===== config.mk =====
export PLATFORM = sky130hd
export DESIGN_NAME = osc_message_parser
export DESIGN_NICKNAME = d
export VERILOG_FILES = /design/src/osc_pkg.sv /design/src/osc_message_parser.sv
export SDC_FILE = /design/constraint.sdc
export NUM_CORES = 1
export LEC_CHECK = 0
export BUFFER_PORTS_ARGS = -buffer_cell sky130_fd_sc_hd__buf_2
export CAP_MARGIN = 30
export CORE_ASPECT_RATIO = 1.25
export CORE_UTILIZATION = 48
export CTS_BUF_LIST = sky130_fd_sc_hd__clkbuf_4 sky130_fd_sc_hd__clkbuf_8 sky130_fd_sc_hd__clkbuf_16
export DETAILED_ROUTE_END_ITERATION = 12
export GPL_TIMING_DRIVEN = 1
export SLEW_MARGIN = 20
export SYNTH_ARGS = -nofsm -noshare
export SYNTH_HDL_FRONTEND = slang
export SYNTH_SLANG_ARGS = --single-unit

===== constraint.sdc =====
create_clock -name clk -period 6.55 [get_ports clk]
set_clock_uncertainty 0.2 [all_clocks]
set_input_delay 0.3275 -clock clk [delete_from_list [all_inputs] [get_ports clk]]
set_output_delay 0.3275 -clock clk [all_outputs]
set_load 0.01 [all_outputs]

===== src/osc_pkg.sv =====
// Shared constants for the OSC message parser: characters, result kinds, defaults.
`default_nettype none

package osc_pkg;

    localparam int MAX_TAGS_DEFAULT = 16;

    localparam logic [7:0] CHAR_SLASH = 8'h2f;
    localparam logic [7:0] CHAR_COMMA = 8'h2c;
    localparam logic [7:0] CHAR_INT   = 8'h69;
    localparam logic [7:0] CHAR_FLOAT = 8'h66;
    localparam logic [7:0] CHAR_STR   = 8'h73;
    localparam logic [7:0] CHAR_BLOB  = 8'h62;
    localparam logic [7:0] CHAR_NUL   = 8'h00;

    typedef enum logic [3:0] {
        KIND_STATUS    = 4'd0,
        KIND_ADDR_BYTE = 4'd1,
        KIND_ADDR_END  = 4'd2,
        KIND_INT       = 4'd3,
        KIND_FLOAT     = 4'd4,
        KIND_STR_BYTE  = 4'd5,
        KIND_STR_END   = 4'd6,
        KIND_BLOB_LEN  = 4'd7,
        KIND_BLOB_BYTE = 4'd8
    } kind_t;

endpackage

`default_nettype wire


===== src/osc_message_parser.sv =====
// OSC 1.0 message parser: one packet byte per transfer in, at most one result per byte out.
//
// Takes one byte per clock and gives each result in the cycle after its byte is
// accepted; a new byte is accepted in every cycle in which the output register
// is empty or being taken, so throughput is one byte per cycle. The whole
// per-byte decode (phase update, word assembly, tag lookup) sits between the
// state registers and the output register. Type tags are held in a small shift
// queue of MAX_TAGS + 1 entries whose head is the tag of the current argument.
// Every byte with last_byte set gives one result with done_res set; error on
// that result flags a malformed packet, and after an error the rest of the
// packet gives no results but that one. All per-packet state clears after the last byte.
`default_nettype none

module osc_message_parser
    import osc_pkg::*;
#(
    parameter int MAX_TAGS = MAX_TAGS_DEFAULT
)
(
    input  wire logic        clk,
    input  wire logic        rst_n,
    input  wire logic        in_valid,
    output logic             in_ready,
    input  wire logic [7:0]  in_byte,
    input  wire logic        last_byte,
    output logic             out_valid,
    input  wire logic        out_ready,
    output logic [3:0]       kind,
    output logic [31:0]      value,
    output logic [3:0]       arg_index,
    output logic             done_res,
    output logic             error
);

    localparam int CNT_W  = $clog2(MAX_TAGS + 1);
    localparam int FIFO_D = MAX_TAGS + 1;

    typedef enum logic [3:0] {
        PH_ADDR_FIRST = 4'd0,
        PH_ADDR       = 4'd1,
        PH_ADDR_PAD   = 4'd2,
        PH_TAG_FIRST  = 4'd3,
        PH_TAG        = 4'd4,
        PH_TAG_PAD    = 4'd5,
        PH_WORD       = 4'd6,
        PH_STR        = 4'd7,
        PH_STR_PAD    = 4'd8,
        PH_BLOB       = 4'd9,
        PH_BLOB_PAD   = 4'd10,
        PH_TRAILER    = 4'd11
    } phase_t;

    phase_t             phase_reg, phase_next;
    logic [1:0]         pad_reg, pad_next;
    logic [CNT_W-1:0]   tag_count_reg, tag_count_next;
    logic [CNT_W-1:0]   arg_reg, arg_next;
    logic [31:0]        acc_reg, acc_next;
    logic [1:0]         wcnt_reg, wcnt_next;
    logic [30:0]        blob_reg, blob_next;
    logic               absorb_reg, absorb_next;
    logic [7:0]         tag_fifo_reg [FIFO_D];

    logic               out_valid_reg;
    kind_t              kind_reg, kind_next;
    logic [31:0]        value_reg, value_next;
    logic [3:0]         arg_out_reg, arg_out_next;
    logic               done_reg, done_next;
    logic               error_reg, error_next;

    logic               accept;
    logic               emit;
    logic               tag_write;
    logic               sel_req;
    logic               sel_first;
    logic               tag_shift;
    logic [1:0]         npos;
    logic               aligned;
    logic [CNT_W-1:0]   sel_idx;
    logic [7:0]         sel_tag;
    logic [30:0]        blob_dec;
    logic               absorb_final;

    assign in_ready = !out_valid_reg || out_ready;
    assign accept   = in_valid && in_ready;

    always_comb
    begin
        phase_next     = phase_reg;
        pad_next       = pad_reg;
        tag_count_next = tag_count_reg;
        arg_next       = arg_reg;
        acc_next       = acc_reg;
        wcnt_next      = wcnt_reg;
        blob_next      = blob_reg;
        absorb_next    = absorb_reg;
        emit           = 1'b0;
        kind_next      = KIND_STATUS;
        value_next     = 32'd0;
        arg_out_next   = 4'(arg_reg);
        tag_write      = 1'b0;
        sel_req        = 1'b0;
        sel_first      = 1'b0;
        tag_shift      = 1'b0;
        sel_idx        = '0;
        sel_tag        = 8'd0;
        absorb_final   = 1'b0;
        done_next      = 1'b0;
        error_next     = 1'b0;
        npos           = pad_reg + 2'd1;
        aligned        = (npos == 2'd0);
        blob_dec       = blob_reg - 31'd1;

        if (!absorb_reg)
        begin
            case (phase_reg)
                PH_ADDR_FIRST:
                begin
                    if (in_byte != CHAR_SLASH)
                    begin
                        absorb_next = 1'b1;
                    end
                    else
                    begin
                        emit         = 1'b1;
                        kind_next    = KIND_ADDR_BYTE;
                        value_next   = {24'd0, in_byte};
                        arg_out_next = 4'd0;
                        phase_next   = PH_ADDR;
                    end
                end
                PH_ADDR:
                begin
                    emit         = 1'b1;
                    arg_out_next = 4'd0;
                    if (in_byte == CHAR_NUL)
                    begin
                        kind_next  = KIND_ADDR_END;
                        phase_next = aligned ? PH_TAG_FIRST : PH_ADDR_PAD;
                    end
                    else
                    begin
                        kind_next  = KIND_ADDR_BYTE;
                        value_next = {24'd0, in_byte};
                    end
                end
                PH_ADDR_PAD:
                begin
                    if (aligned)
                    begin
                        phase_next = PH_TAG_FIRST;
                    end
                end
                PH_TAG_FIRST:
                begin
                    if (in_byte != CHAR_COMMA)
                    begin
                        absorb_next = 1'b1;
                    end
                    else
                    begin
                        phase_next = PH_TAG;
                    end
                end
                PH_TAG:
                begin
                    if (in_byte == CHAR_NUL)
                    begin
                        if (aligned)
                        begin
                            sel_req   = 1'b1;
                            sel_first = 1'b1;
                        end
                        else
                        begin
                            phase_next = PH_TAG_PAD;
                        end
                    end
                    else if (tag_count_reg >= CNT_W'(MAX_TAGS))
                    begin
                        absorb_next = 1'b1;
                    end
                    else
                    begin
                        tag_write      = 1'b1;
                        tag_count_next = tag_count_reg + CNT_W'(1);
                    end
                end
                PH_TAG_PAD:
                begin
                    if (aligned)
                    begin
                        sel_req   = 1'b1;
                        sel_first = 1'b1;
                    end
                end
                PH_WORD:
                begin
                    acc_next  = {acc_reg[23:0], in_byte};
                    wcnt_next = wcnt_reg + 2'd1;
                    if (wcnt_reg == 2'd3)
                    begin
                        if (tag_fifo_reg[0] == CHAR_INT || tag_fifo_reg[0] == CHAR_FLOAT)
                        begin
                            emit       = 1'b1;
                            kind_next  = (tag_fifo_reg[0] == CHAR_INT) ? KIND_INT : KIND_FLOAT;
                            value_next = acc_next;
                            sel_req    = 1'b1;
                        end
                        else if (acc_next[31])
                        begin
                            absorb_next = 1'b1;
                        end
                        else
                        begin
                            emit       = 1'b1;
                            kind_next  = KIND_BLOB_LEN;
                            value_next = acc_next;
                            blob_next  = acc_next[30:0];
                            if (acc_next == 32'd0)
                            begin
                                sel_req = 1'b1;
                            end
                            else
                            begin
                                phase_next = PH_BLOB;
                            end
                        end
                    end
                end
                PH_STR:
                begin
                    emit = 1'b1;
                    if (in_byte == CHAR_NUL)
                    begin
                        kind_next = KIND_STR_END;
                        if (aligned)
                        begin
                            sel_req = 1'b1;
                        end
                        else
                        begin
                            phase_next = PH_STR_PAD;
                        end
                    end
                    else
                    begin
                        kind_next  = KIND_STR_BYTE;
                        value_next = {24'd0, in_byte};
                    end
                end
                PH_BLOB:
                begin
                    emit       = 1'b1;
                    kind_next  = KIND_BLOB_BYTE;
                    value_next = {24'd0, in_byte};
                    blob_next  = blob_dec;
                    if (blob_dec == 31'd0)
                    begin
                        if (aligned)
                        begin
                            sel_req = 1'b1;
                        end
                        else
                        begin
                            phase_next = PH_BLOB_PAD;
                        end
                    end
                end
                PH_STR_PAD, PH_BLOB_PAD:
                begin
                    if (aligned)
                    begin
                        sel_req = 1'b1;
                    end
                end
                default:
                begin
                end
            endcase

            // Enter the next argument, or the trailer after the last one.
            if (sel_req)
            begin
                sel_idx   = sel_first ? '0 : arg_reg + CNT_W'(1);
                sel_tag   = sel_first ? tag_fifo_reg[0] : tag_fifo_reg[1];
                tag_shift = !sel_first;
                arg_next  = sel_idx;
                if (sel_idx >= tag_count_next)
                begin
                    phase_next = PH_TRAILER;
                end
                else if (sel_tag == CHAR_INT || sel_tag == CHAR_FLOAT
                         || sel_tag == CHAR_BLOB)
                begin
                    phase_next = PH_WORD;
                    acc_next   = 32'd0;
                    wcnt_next  = 2'd0;
                end
                else if (sel_tag == CHAR_STR)
                begin
                    phase_next = PH_STR;
                end
                else
                begin
                    absorb_next = 1'b1;
                end
            end

            pad_next = npos;
            if (absorb_next)
            begin
                emit = 1'b0;
            end
        end

        if (last_byte)
        begin
            absorb_final = absorb_next
                           || (phase_next != PH_TAG_FIRST && phase_next != PH_TRAILER);
            if (absorb_final || !emit)
            begin
                kind_next    = KIND_STATUS;
                value_next   = 32'd0;
                arg_out_next = 4'd0;
            end
            done_next      = 1'b1;
            error_next     = absorb_final;
            emit           = 1'b1;
            // Drop all per-packet state.
            phase_next     = PH_ADDR_FIRST;
            pad_next       = 2'd0;
            tag_count_next = '0;
            arg_next       = '0;
            acc_next       = 32'd0;
            wcnt_next      = 2'd0;
            blob_next      = 31'd0;
            absorb_next    = 1'b0;
        end
    end

    always_ff @(posedge clk or negedge rst_n)
    begin
        if (!rst_n)
        begin
            phase_reg     <= PH_ADDR_FIRST;
            pad_reg       <= 2'd0;
            tag_count_reg <= '0;
            arg_reg       <= '0;
            acc_reg       <= 32'd0;
            wcnt_reg      <= 2'd0;
            blob_reg      <= 31'd0;
            absorb_reg    <= 1'b0;
            out_valid_reg <= 1'b0;
        end
        else
        begin
            if (accept)
            begin
                phase_reg     <= phase_next;
                pad_reg       <= pad_next;
                tag_count_reg <= tag_count_next;
                arg_reg       <= arg_next;
                acc_reg       <= acc_next;
                wcnt_reg      <= wcnt_next;
                blob_reg      <= blob_next;
                absorb_reg    <= absorb_next;
                out_valid_reg <= emit;
            end
            else if (out_ready)
            begin
                out_valid_reg <= 1'b0;
            end
        end
    end

    // Result payload: load with each accepted byte that makes a result.
    always_ff @(posedge clk)
    begin
        if (accept && emit)
        begin
            kind_reg    <= kind_next;
            value_reg   <= value_next;
            arg_out_reg <= arg_out_next;
            done_reg    <= done_next;
            error_reg   <= error_next;
        end
    end

    // Tag queue: write at the tail while reading tags, advance the head per argument.
    always_ff @(posedge clk)
    begin
        if (accept)
        begin
            for (int i = 0; i < MAX_TAGS; i++)
            begin
                if (tag_write && tag_count_reg == CNT_W'(i))
                begin
                    tag_fifo_reg[i] <= in_byte;
                end
                else if (tag_shift)
                begin
                    tag_fifo_reg[i] <= tag_fifo_reg[i + 1];
                end
            end
            // Spare slot past the last tag: fill with a null as the queue advances.
            if (tag_shift)
            begin
                tag_fifo_reg[MAX_TAGS] <= CHAR_NUL;
            end
        end
    end

    assign out_valid = out_valid_reg;
    assign kind      = kind_reg;
    assign value     = value_reg;
    assign arg_index = arg_out_reg;
    assign done_res  = done_reg;
    assign error     = error_reg;

    a_error_with_done: assert property (@(posedge clk) disable iff (!rst_n)
        out_valid_reg && error_reg |-> done_reg && kind_reg == KIND_STATUS)
        else $error("error flag without a status-only done result");

    a_clear_after_last: assert property (@(posedge clk) disable iff (!rst_n)
        accept && last_byte |=> phase_reg == PH_ADDR_FIRST && !absorb_reg
                                && tag_count_reg == '0)
        else $error("packet state not cleared after last byte");

    a_tag_count_range: assert property (@(posedge clk) disable iff (!rst_n)
        tag_count_reg <= CNT_W'(MAX_TAGS))
        else $error("tag count beyond capacity");

    a_arg_within_tags: assert property (@(posedge clk) disable iff (!rst_n)
        arg_reg <= tag_count_reg)
        else $error("argument index beyond tag count");

    a_data_phase_has_tag: assert property (@(posedge clk) disable iff (!rst_n)
        !absorb_reg && (phase_reg == PH_WORD || phase_reg == PH_STR
                        || phase_reg == PH_BLOB) |-> arg_reg < tag_count_reg)
        else $error("argument phase with no tag left");

endmodule

`default_nettype wire

==> results.py, run 1 <==
metrics = {
    "critical_path": {
        "critPathLaunch": "phase_reg[2]",
        "path_common_cell": "a21o_1",
        "reg2reg_to": "value[10]",
        "crit_slowest_cell": "a2111oi_1",
        "cp_cell_sequence": "nand2b_1 -> a2111oi_1 -> nor2b_1 -> xnor2_1 -> ha_1 -> nand2b_1 -> a21o_1 -> a21o_1 -> a21o_1 -> a21o_1 -> or4_1 -> o2111a_2 -> a21oi_4 -> nor2_1",
        "r2r_cells": 14,
        "cp_max_fo": 23,
        "critical_path_class": "reg2reg",
        "arrival_ns": 5.71,
        "required_ns": 6.60,
        "r2r_start": "phase_reg[2]",
        "endpoint": "value[10]",
        "max_stage_delay_ns": 0.87,
        "cp-end-kind": "register",
        "critPathLaunchType": "register",
        "r2r_slack_ns": 0.89,
    },
    "floorplanning": {
        "fp.dieArea_sq_um": 26680,
        "die_h_um": 182.4,
        "boundaryPins": 57,
        "start_util_pct": 49.23,
        "core_sq_um": 25370,
        "die_w_um": 146.3,
        "row_count": 65,
    },
    "global_route": {
        "grt.overflow.total": 0,
        "antenna_found_initial": 1,
        "grt_pass1_wl_um": 50200,
        "grt_pass1_vias": 8691,
        "grt_usage_pct": 24.21,
        "grt_max_degree": 90,
    },
    "timing": {
        "setup_viol": 0,
        "fin_crit_ns": 5.659,
        "max_clock_freq_mhz": 176.7,
        "rsz0062_at_grt": "false",
        "slew_headroom_pct": 41.88,
        "setup-tns-final_ns": 0,
        "slew_viol_final": 0,
        "hold_viol": 0,
        "fin_hold_ws_ns": 0.02754,
        "layout_setup_ws_ns": 0.8914,
        "worst_pin_slew_ns": 0.8696,
        "fin_crit_sh_pct": 86.39,
    },
    "layout": {
        "largest_reg_flops": 128,
        "layout-drive-gt1-share_pct": 17.86,
        "mostFrequentLayoutCells": "edfxtp_1 (170), a21o_1 (112), nor2_1 (90)",
        "area_growth_syn_to_layout_pct": 10.70,
        "final_nets": 1155,
        "layout_commonest_cell": "edfxtp_1",
        "fin_util_pct": 54.50,
    },
    "placement": {
        "place_congestion": 0.9085,
        "io_buffers": 56,
        "pre_cts_slack_ns": 0.8724,
        "place_hpwl_um": 22330,
    },
    "drt": {
        "first_pass_iters": 5,
        "wl_um": 31960,
        "dr_wl_met3_um": 1253,
        "ant_nets": 0,
        "drt_iter0_drc": 575,
        "vias": 8977,
        "viasPerCell": 6.049,
        "highest_layer": "met4",
        "met1_length_um": 12300,
        "post_drt_wl_per_cell_um": 21.54,
        "drc": 0,
        "met2_length_um": 16910,
    },
    "synthesis": {
        "syn_area_per_cell_sq_um": 11.42,
        "synth_area_sq_um": 12490,
        "syn_nets": 1121,
        "yosys_warnings": 0,
        "synth_top_area_cell": "edfxtp_1",
        "ys_seq_area_share_pct": 55.89,
        "async_reset_ff_share_pct": 30.61,
        "synth_top_cells_by_area": "edfxtp_1 (41%), dfrtp_1 (15%), a21o_1 (6.7%)",
        "synth_edf_count": 170,
        "ys.flop_type": "edfxtp_1",
        "ys_ff_latch": 245,
        "synth_top_area_share_pct": 40.87,
        "synth.distinct_cells": 94,
        "syn-instance-count": 1094,
    },
    "clock_network": {
        "cts_setup_buffers": 0,
        "cts_root_buf": "clkbuf_16",
        "ctsHoldBuffers": 3,
        "cts_made_buffers": 26,
        "cts_max_level": 1,
        "cts_tree": "built",
        "cts_num_sinks": 245,
        "cts_buffer_depth": 3,
        "path_clk_slew_ns": 0.06,
        "cts_resized": 0,
        "insertion_delay_ns": 0.53,
    },
    "power_and_ir_drop": {
        "p_per_area_nw_per_um2": 310.7,
        "irDropWorstVdd_uv": 275.0,
        "leakagePower_uw": 0.005670,
    },
    "hold_path": {
        "min_path_type": "in2reg",
        "holdPathStages": 2,
    },
    "run": {
        "maxCapViolations": 0,
    },
    "outcome": {
        "status": "complete, no violations",
    },
}
==> where the power goes <==
group          switching, uW  internal (uW)  leakage, uW
sequential              68.8           1750      0.00259
combinational            644            325      0.00263
clock                    593            913     0.000455
==> cell usage after synthesis, types with 17 or more instances <==
library cell  count
a22o_1           27
a21o_2           18
o21ai_0          93
dfrtp_1          75
nor2_1           91
nor4_1           21
nand3_1          17
clkbuf_1         41
nand2_1          75
a21o_1          112
edfxtp_1        170
a21oi_1          49
nor3_1           30
==> final cells by class <==
class / instances / area, sq um
Sequential cell: 245 / 6982
Antenna cell: 1 / 2.502
Timing Repair Buffer: 91 / 595.6
Tap cell: 335 / 419.2
Clock buffer: 40 / 833.3
Fill cell: 2259 / 11550
Clock inverter: 8 / 62.56
Inverter: 13 / 48.80
Multi-Input combinational cell: 751 / 4885
==> cell families after synthesis <==
group | share of synthesized area (%)
compound gates | 20.58
xor+xnor | 0.6310
fa+ha+maj | 1.402
buf+inv | 5.178
flops | 55.89
mux | 0.6811
simple gates | 15.64
==> through the flow <==
step	total power, uW	cell area (sq um)	cells
after global routing	4486	13830	1483
after detailed placement	2807	12870	1429
after global placement	2801	12770	1421
after CTS	4323	13790	1480
final	4296	13830	1484
after floorplan	2576	12490	1094
==> metal layers <==
layer  vias to the layer above  global-route usage, %
met4                         0                  11.58
li1                       4200                      -
met2                       250                  44.06
met3                        80                  2.875
met1                      4447                  28.26
met5                         -                      0
==> worst min path at each step <==
stage	start	endpoint	slack (ns)
detailed placement	rst_n	acc_reg[10]	0.20
global placement	wcnt_reg[1]	wcnt_reg[1]	0.29
floorplan	rst_n	absorb_reg	-0.17
finish	in_byte[3]	acc_reg[3]	0.03
global route	in_byte[3]	acc_reg[3]	0.02
CTS	in_byte[3]	acc_reg[3]	0.002
==> critical path: cells and delay by family (launching register included) <==
family	cells	cell delay, ns
xor+xnor	1	0.18
compound gates	7	2.43
simple gates	5	1.63
fa+ha+maj	1	0.24
flops	1	0.68
Power figures use the tool's default switching activity.
==> run 2, diff against run 1 <==
--- a/config.mk
+++ b/config.mk
@@ -12,6 +12,7 @@
 export CTS_BUF_LIST = sky130_fd_sc_hd__clkbuf_4 sky130_fd_sc_hd__clkbuf_8 sky130_fd_sc_hd__clkbuf_16
 export DETAILED_ROUTE_END_ITERATION = 12
 export GPL_TIMING_DRIVEN = 1
+export PLACE_DENSITY = 0.75
 export SLEW_MARGIN = 20
 export SYNTH_ARGS = -nofsm -noshare
 export SYNTH_HDL_FRONTEND = slang
==> run 2 against run 1 <==
Clock power grew 6%; via count is 1.3% higher; first-iteration DRC count grew 21%; hold slack worse by 0.010 ns; largest power group unchanged.
==> results.py, run 2 (synthesis gave the netlist of run 1 again) <==
metrics = {
    "timing": {
        "rsz0062_at_grt": "false",
        "slew_headroom_pct": 38.56,
        "fin_crit_sh_pct": 83.04,
        "max_clock_freq_mhz": 183.8,
        "hold_viol": 0,
        "setup-tns-final_ns": 0,
        "fin_crit_ns": 5.439,
        "slew_viol_final": 0,
        "setup_viol": 0,
        "worst_pin_slew_ns": 0.9194,
    },
    "drt": {
        "post_drt_wl_per_cell_um": 20.18,
        "ant_nets": 0,
        "drt_iter0_drc": 696,
        "first_pass_iters": 5,
        "vias": 9092,
        "wl_um": 30010,
        "viasPerCell": 6.114,
        "drc": 0,
    },
    "global_route": {
        "grt_pass1_vias": 8909,
        "grt_max_degree": 121,
        "grt.overflow.total": 0,
        "grt_usage_pct": 22.57,
        "antenna_found_initial": 0,
        "grt_pass1_wl_um": 48120,
    },
    "critical_path": {
        "arrival_ns": 5.49,
        "cp-end-kind": "register",
        "critical_path_class": "reg2reg",
        "cp_max_fo": 23,
        "required_ns": 6.60,
        "critPathLaunchType": "register",
    },
    "layout": {
        "layout-drive-gt1-share_pct": 17.36,
        "antenna_cells": 0,
        "mostFrequentLayoutCells": "edfxtp_1 (170), a21o_1 (112), nor2_1 (90), o21ai_0 (90)",
        "final_nets": 1159,
        "layout_commonest_cell": "edfxtp_1",
        "largest_reg_flops": 128,
        "nFillCells": 2145,
        "finish.instance_area_sq_um": 13920,
        "area_growth_syn_to_layout_pct": 11.44,
    },
    "clock_network": {
        "path_clk_slew_ns": 0.07,
        "cts_max_level": 1,
        "insertion_delay_ns": 0.54,
        "cts_buffer_depth": 3,
        "cts_root_buf": "clkbuf_16",
        "cts_num_sinks": 245,
        "cts_made_buffers": 26,
        "cts_resized": 0,
        "cts_tree": "built",
        "cts_setup_buffers": 0,
    },
    "floorplanning": {
        "die_h_um": 182.4,
        "row_count": 65,
        "boundaryPins": 57,
        "die_w_um": 146.3,
        "core_sq_um": 25370,
        "start_util_pct": 49.23,
        "fp.dieArea_sq_um": 26680,
    },
    "run": {
        "maxCapViolations": 0,
    },
    "outcome": {
        "status": "complete, no violations",
    },
    "placement": {
        "place_congestion": 0.9578,
        "place_hpwl_um": 20130,
        "io_buffers": 56,
        "placed_area_sq_um": 12870,
    },
    "power_and_ir_drop": {
        "leakagePower_uw": 0.005683,
        "irDropWorstVdd_uv": 208.0,
        "p_per_area_nw_per_um2": 313.9,
    },
    "hold_path": {
        "min_path_type": "in2reg",
    },
}
## run 2: cell count changes in the layout (fill, tap and decap cells not counted), sizes merged, moves of 2 or more
cell / before / now
inv: 13 / 15
clkinvlp: 0 / 4
clkbuf: 41 / 27
clkinv: 7 / 9
bufinv: 1 / 6
dlygate4sd3: 3 / 10
## run 2: final timing paths
kind / slack, ns / cells after the start / start / end
min reg2reg: 0.31 / 1 / tag_fifo_reg[0][119] / tag_fifo_reg[0][111]
max in group asynchronous: 5.52 / 3 / rst_n / tag_count_reg[4]
max reg2reg: 1.11 / 15 / phase_reg[3] / value[23]
min: 0.02 / 2 / in_byte[5] / acc_reg[5]
max: 1.11 / 15 / phase_reg[3] / value[23]
min in group asynchronous: 0.04 / 2 / rst_n / blob_reg[0]
## run 2: metal layers
layer,track usage [%],share of wire [%],vias up
met3,2.700,5.0,73
met4,9.208,3.6,0
met5,0,0,-
li1,-,-,4188
met2,38.25,49,317
met1,29.40,43,4514
## run 2: worst max-delay path, cell delays in order (launching register included)
cell	delay (ns)
dfrtp_1	0.59
nand2b_1	0.39
a2111oi_0	0.52
buf_4	0.21
nor2b_1	0.42
xnor2_1	0.18
ha_1	0.24
nand2b_1	0.14
a21o_1	0.18
a21o_1	0.17
a21o_1	0.19
a21o_1	0.26
or4_1	0.51
o2111a_2	0.21
a21oi_4	0.57
nor2_1	0.14
## run 2: per-stage QoR
stage / hold slack, ns / total power, uW / cells / utilization, % / setup WS, ns
6_report: 0.01750 / 4369 / 1487 / 54.86 / 1.111
2_1_floorplan: -0.1681 / 2576 / 1094 / - / 1.090
5_1_grt: 0.01023 / 4551 / 1487 / 54.86 / 0.8240
3_5_place_dp: 0.05787 / 2780 / 1428 / 50.71 / 1.168
3_3_place_gp: 0.2882 / 2767 / 1423 / 50.45 / 1.296
4_1_cts: 0.0005456 / 4375 / 1486 / 54.80 / 1.109
## run 2: power by group
| group | total [uW] | internal (uW) | switching [uW] |
|---|---|---|---|
| clock network | 1600 | 972 | 626 |
| registers | 1850 | 1750 | 93.6 |
| logic | 925 | 321 | 604 |
| total | 4370 | 3050 | 1320 |
## run 2: layout make-up
class	count	area, sq um	share of cell area, %
Multi-Input combinational cell	751	4883	35.08
Tap cell	335	419.2	3.011
Clock buffer	27	658.1	4.728
Inverter	13	48.80	0.3505
Timing Repair Buffer	95	650.6	4.674
Clock inverter	21	279.0	2.004
Sequential cell	245	6982	50.15
## run 2: repair_timing
| item | 4_1_cts | 5_1_grt |
|---|---|---|
| hold endpoints to repair | 88 | 0 |
| endpoints found under the setup margin | 0 | 0 |
| hold buffers | 10 | 0 |
==> run 3, diff against run 2 <==
--- a/config.mk
+++ b/config.mk
@@ -5,6 +5,7 @@
 export SDC_FILE = /design/constraint.sdc
 export NUM_CORES = 1
 export LEC_CHECK = 0
+export ABC_AREA = 1
 export BUFFER_PORTS_ARGS = -buffer_cell sky130_fd_sc_hd__buf_2
 export CAP_MARGIN = 30
 export CORE_ASPECT_RATIO = 1.25
==> constraint.sdc (replaced) <==
create_clock -name clk -period 5.43 [get_ports clk]
set_clock_uncertainty 0.2 [all_clocks]
set_input_delay 0.2715 -clock clk [delete_from_list [all_inputs] [get_ports clk]]
set_output_delay 0.2715 -clock clk [all_outputs]
set_load 0.01 [all_outputs]
==> run 3 against run 2 <==
Clock power up 12%; cell area up 1.6%; maximum frequency up 20%; sequential power up 17%; power up 19%; count of clock-buffer cells in the layout up 7; non-clock buffer count down 13; combinational power up 34%; synthesized cell count up 36%; global-route usage up 2.3 points; synthesized area up 0.30%; critical endpoint is now value[25].
==> results.py, run 3 <==
metrics = {
    "global_route": {
        "grt_pass1_wl_um": 52400,
        "grt_max_degree": 84,
        "grt_usage_pct": 24.91,
        "grt_pass1_vias": 10190,
        "antenna_found_initial": 1,
        "grt.overflow.total": 0,
    },
    "drt": {
        "drt_iter0_drc": 808,
        "highest_layer": "met4",
        "wl_um": 32910,
        "vias": 10290,
        "first_pass_iters": 5,
        "drc": 0,
        "dr_wl_met3_um": 2049,
        "post_drt_wl_per_cell_um": 17.37,
        "met1_length_um": 12680,
        "ant_nets": 0,
        "viasPerCell": 5.431,
        "met2_length_um": 16870,
    },
    "timing": {
        "max_clock_freq_mhz": 221.4,
        "fin_crit_sh_pct": 83.19,
        "setup-tns-final_ns": 0,
        "worst_pin_slew_ns": 0.9424,
        "hold_viol": 0,
        "setup_viol": 0,
        "rsz0062_at_grt": "false",
        "slew_headroom_pct": 37.17,
        "slew_viol_final": 0,
        "fin_crit_ns": 4.517,
    },
    "layout": {
        "fin_cells": 1894,
        "area_growth_syn_to_layout_pct": 12.83,
        "mostFrequentLayoutCells": "nor2_1 (422), nand2_1 (289), edfxtp_1 (170)",
        "layout-drive-gt1-share_pct": 9.692,
        "layout_commonest_cell": "nor2_1",
        "final_nets": 1565,
        "largest_reg_flops": 128,
    },
    "synthesis": {
        "synth_area_sq_um": 12530,
        "ys.flop_type": "edfxtp_1",
        "synth_top_area_cell": "edfxtp_1",
        "ys_ff_latch": 245,
        "async_reset_ff_share_pct": 30.61,
        "ys_seq_area_share_pct": 55.72,
        "synth_top_cells_by_area": "edfxtp_1 (41%), dfrtp_1 (15%), nor2_1 (13%)",
        "yosys_warnings": 0,
        "synth_top_area_share_pct": 40.74,
        "syn-instance-count": 1486,
        "synth.distinct_cells": 42,
        "syn_nets": 1513,
        "synth.most_common_cell": "nor2_1",
        "syn_area_per_cell_sq_um": 8.432,
        "synth_common_cells": "nor2_1 (423), nand2_1 (289), edfxtp_1 (170)",
        "synth_edf_count": 170,
    },
    "placement": {
        "dp.cells": 1832,
        "place_hpwl_um": 23190,
        "place_congestion": 0.9348,
        "io_buffers": 56,
    },
    "floorplanning": {
        "fp.dieArea_sq_um": 26760,
        "die_h_um": 182.6,
        "die_w_um": 146.5,
        "start_util_pct": 49.22,
        "row_count": 65,
        "boundaryPins": 57,
        "core_sq_um": 25460,
    },
    "hold_path": {
        "min_path_type": "in2async",
    },
    "critical_path": {
        "critPathLaunchType": "register",
        "cp-end-kind": "register",
        "required_ns": 5.40,
        "critical_path_class": "reg2reg",
        "r2r_cells": 22,
        "cp_max_fo": 42,
        "arrival_ns": 4.49,
    },
    "outcome": {
        "status": "complete, no violations",
    },
    "run": {
        "maxCapViolations": 0,
    },
    "power_and_ir_drop": {
        "irDropWorstVdd_uv": 259.2,
        "leakagePower_uw": 0.006099,
        "p_per_area_nw_per_um2": 368.3,
    },
    "clock_network": {
        "cts_tree": "built",
        "cts_buffer_depth": 3,
        "cts_num_sinks": 245,
        "path_clk_slew_ns": 0.06,
        "insertion_delay_ns": 0.54,
        "cts_made_buffers": 26,
        "cts_root_buf": "clkbuf_16",
        "cts_max_level": 1,
    },
}
## run 3: critical path, stage by stage (launching register included)
cell and delay [ns]:
dfrtp_1 0.42, inv_1 0.08, nor2_1 0.14, inv_1 0.10, nor2_1 0.18, inv_1 0.08
nor3_1 0.50, nand4_1 0.21, xor2_1 0.21, ha_1 0.31, nand2_1 0.06, inv_1 0.06
nand4_1 0.07, and3_1 0.20, nand3_1 0.11, inv_1 0.04, nand2_1 0.05, nand3_1 0.08
inv_1 0.10, nand2_1 0.07, nand2_1 0.06, nand2_1 0.07, inv_2 0.69
## run 3: final timing paths
kind | slack (ns) | startpoint | to
worst max-delay path | 0.91 | phase_reg[2] | value[25]
worst min-delay path | 0.01 | rst_n | blob_reg[26]
worst max register to register | 0.91 | phase_reg[2] | value[25]
worst min register to register | 0.32 | pad_reg[0] | pad_reg[0]
max in group asynchronous | 4.43 | rst_n | blob_reg[2]
min in group clk | 0.18 | in_valid | phase_reg[0]
## run 3: cells by family after synthesis
kind of cell	after synthesis	synth area share [%]
AOI/OAI and AO/OA	171	7.799
xor gates and xnor gates	13	0.9087
adders and majority gates	14	1.398
buffers and inverters	216	6.950
DFF	245	55.72
and+or+nand+nor	827	27.22
## run 3: power by group
| part | switching [uW] | internal [uW] |
|---|---|---|
| registers | 82.9 | 2090 |
| logic | 866 | 376 |
| clock network | 775 | 1020 |
| total | 1720 | 3480 |
## run 3: metal layers
layer / track usage (%) / vias to the layer above
li1: - / 4947
met5: 0 / -
met2: 44.61 / 397
met3: 3.150 / 85
met4: 11.25 / 0
met1: 29.85 / 4858
## run 3: layout make-up
cell class                      instances  area (sq um)
Timing Repair Buffer                   82         565.5
Clock inverter                         14         136.4
Multi-Input combinational cell       1025          4702
Clock buffer                           34         735.7
Antenna cell                            1         2.502
Fill cell                            2281         11320
Inverter                              158         594.3
Sequential cell                       245          6982
Tap cell                              335         419.2
## run 3: per-stage QoR
| step | setup slack (ns) | util, % | total power [uW] | instance area (sq um) | hold slack, ns |
|---|---|---|---|---|---|
| detailed placement | 0.9765 | 51.50 | 3417 | 13110 | 0.05157 |
| floorplan | 1.307 | - | 3060 | 12530 | -0.2241 |
| global placement | 1.103 | 51.39 | 3395 | 13080 | 0.2836 |
| CTS | 0.9470 | 55.36 | 5196 | 14090 | 0.02373 |
| finish | 0.9127 | 55.54 | 5207 | 14140 | 0.01496 |
| global route | 0.4552 | 55.54 | 5448 | 14140 | 0.05418 |
## run 3: what timing repair did
action	CTS	global route
hold buffers	11	0
gates resized for setup	0	0
hold endpoints to repair	100	0
setup buffers	0	0
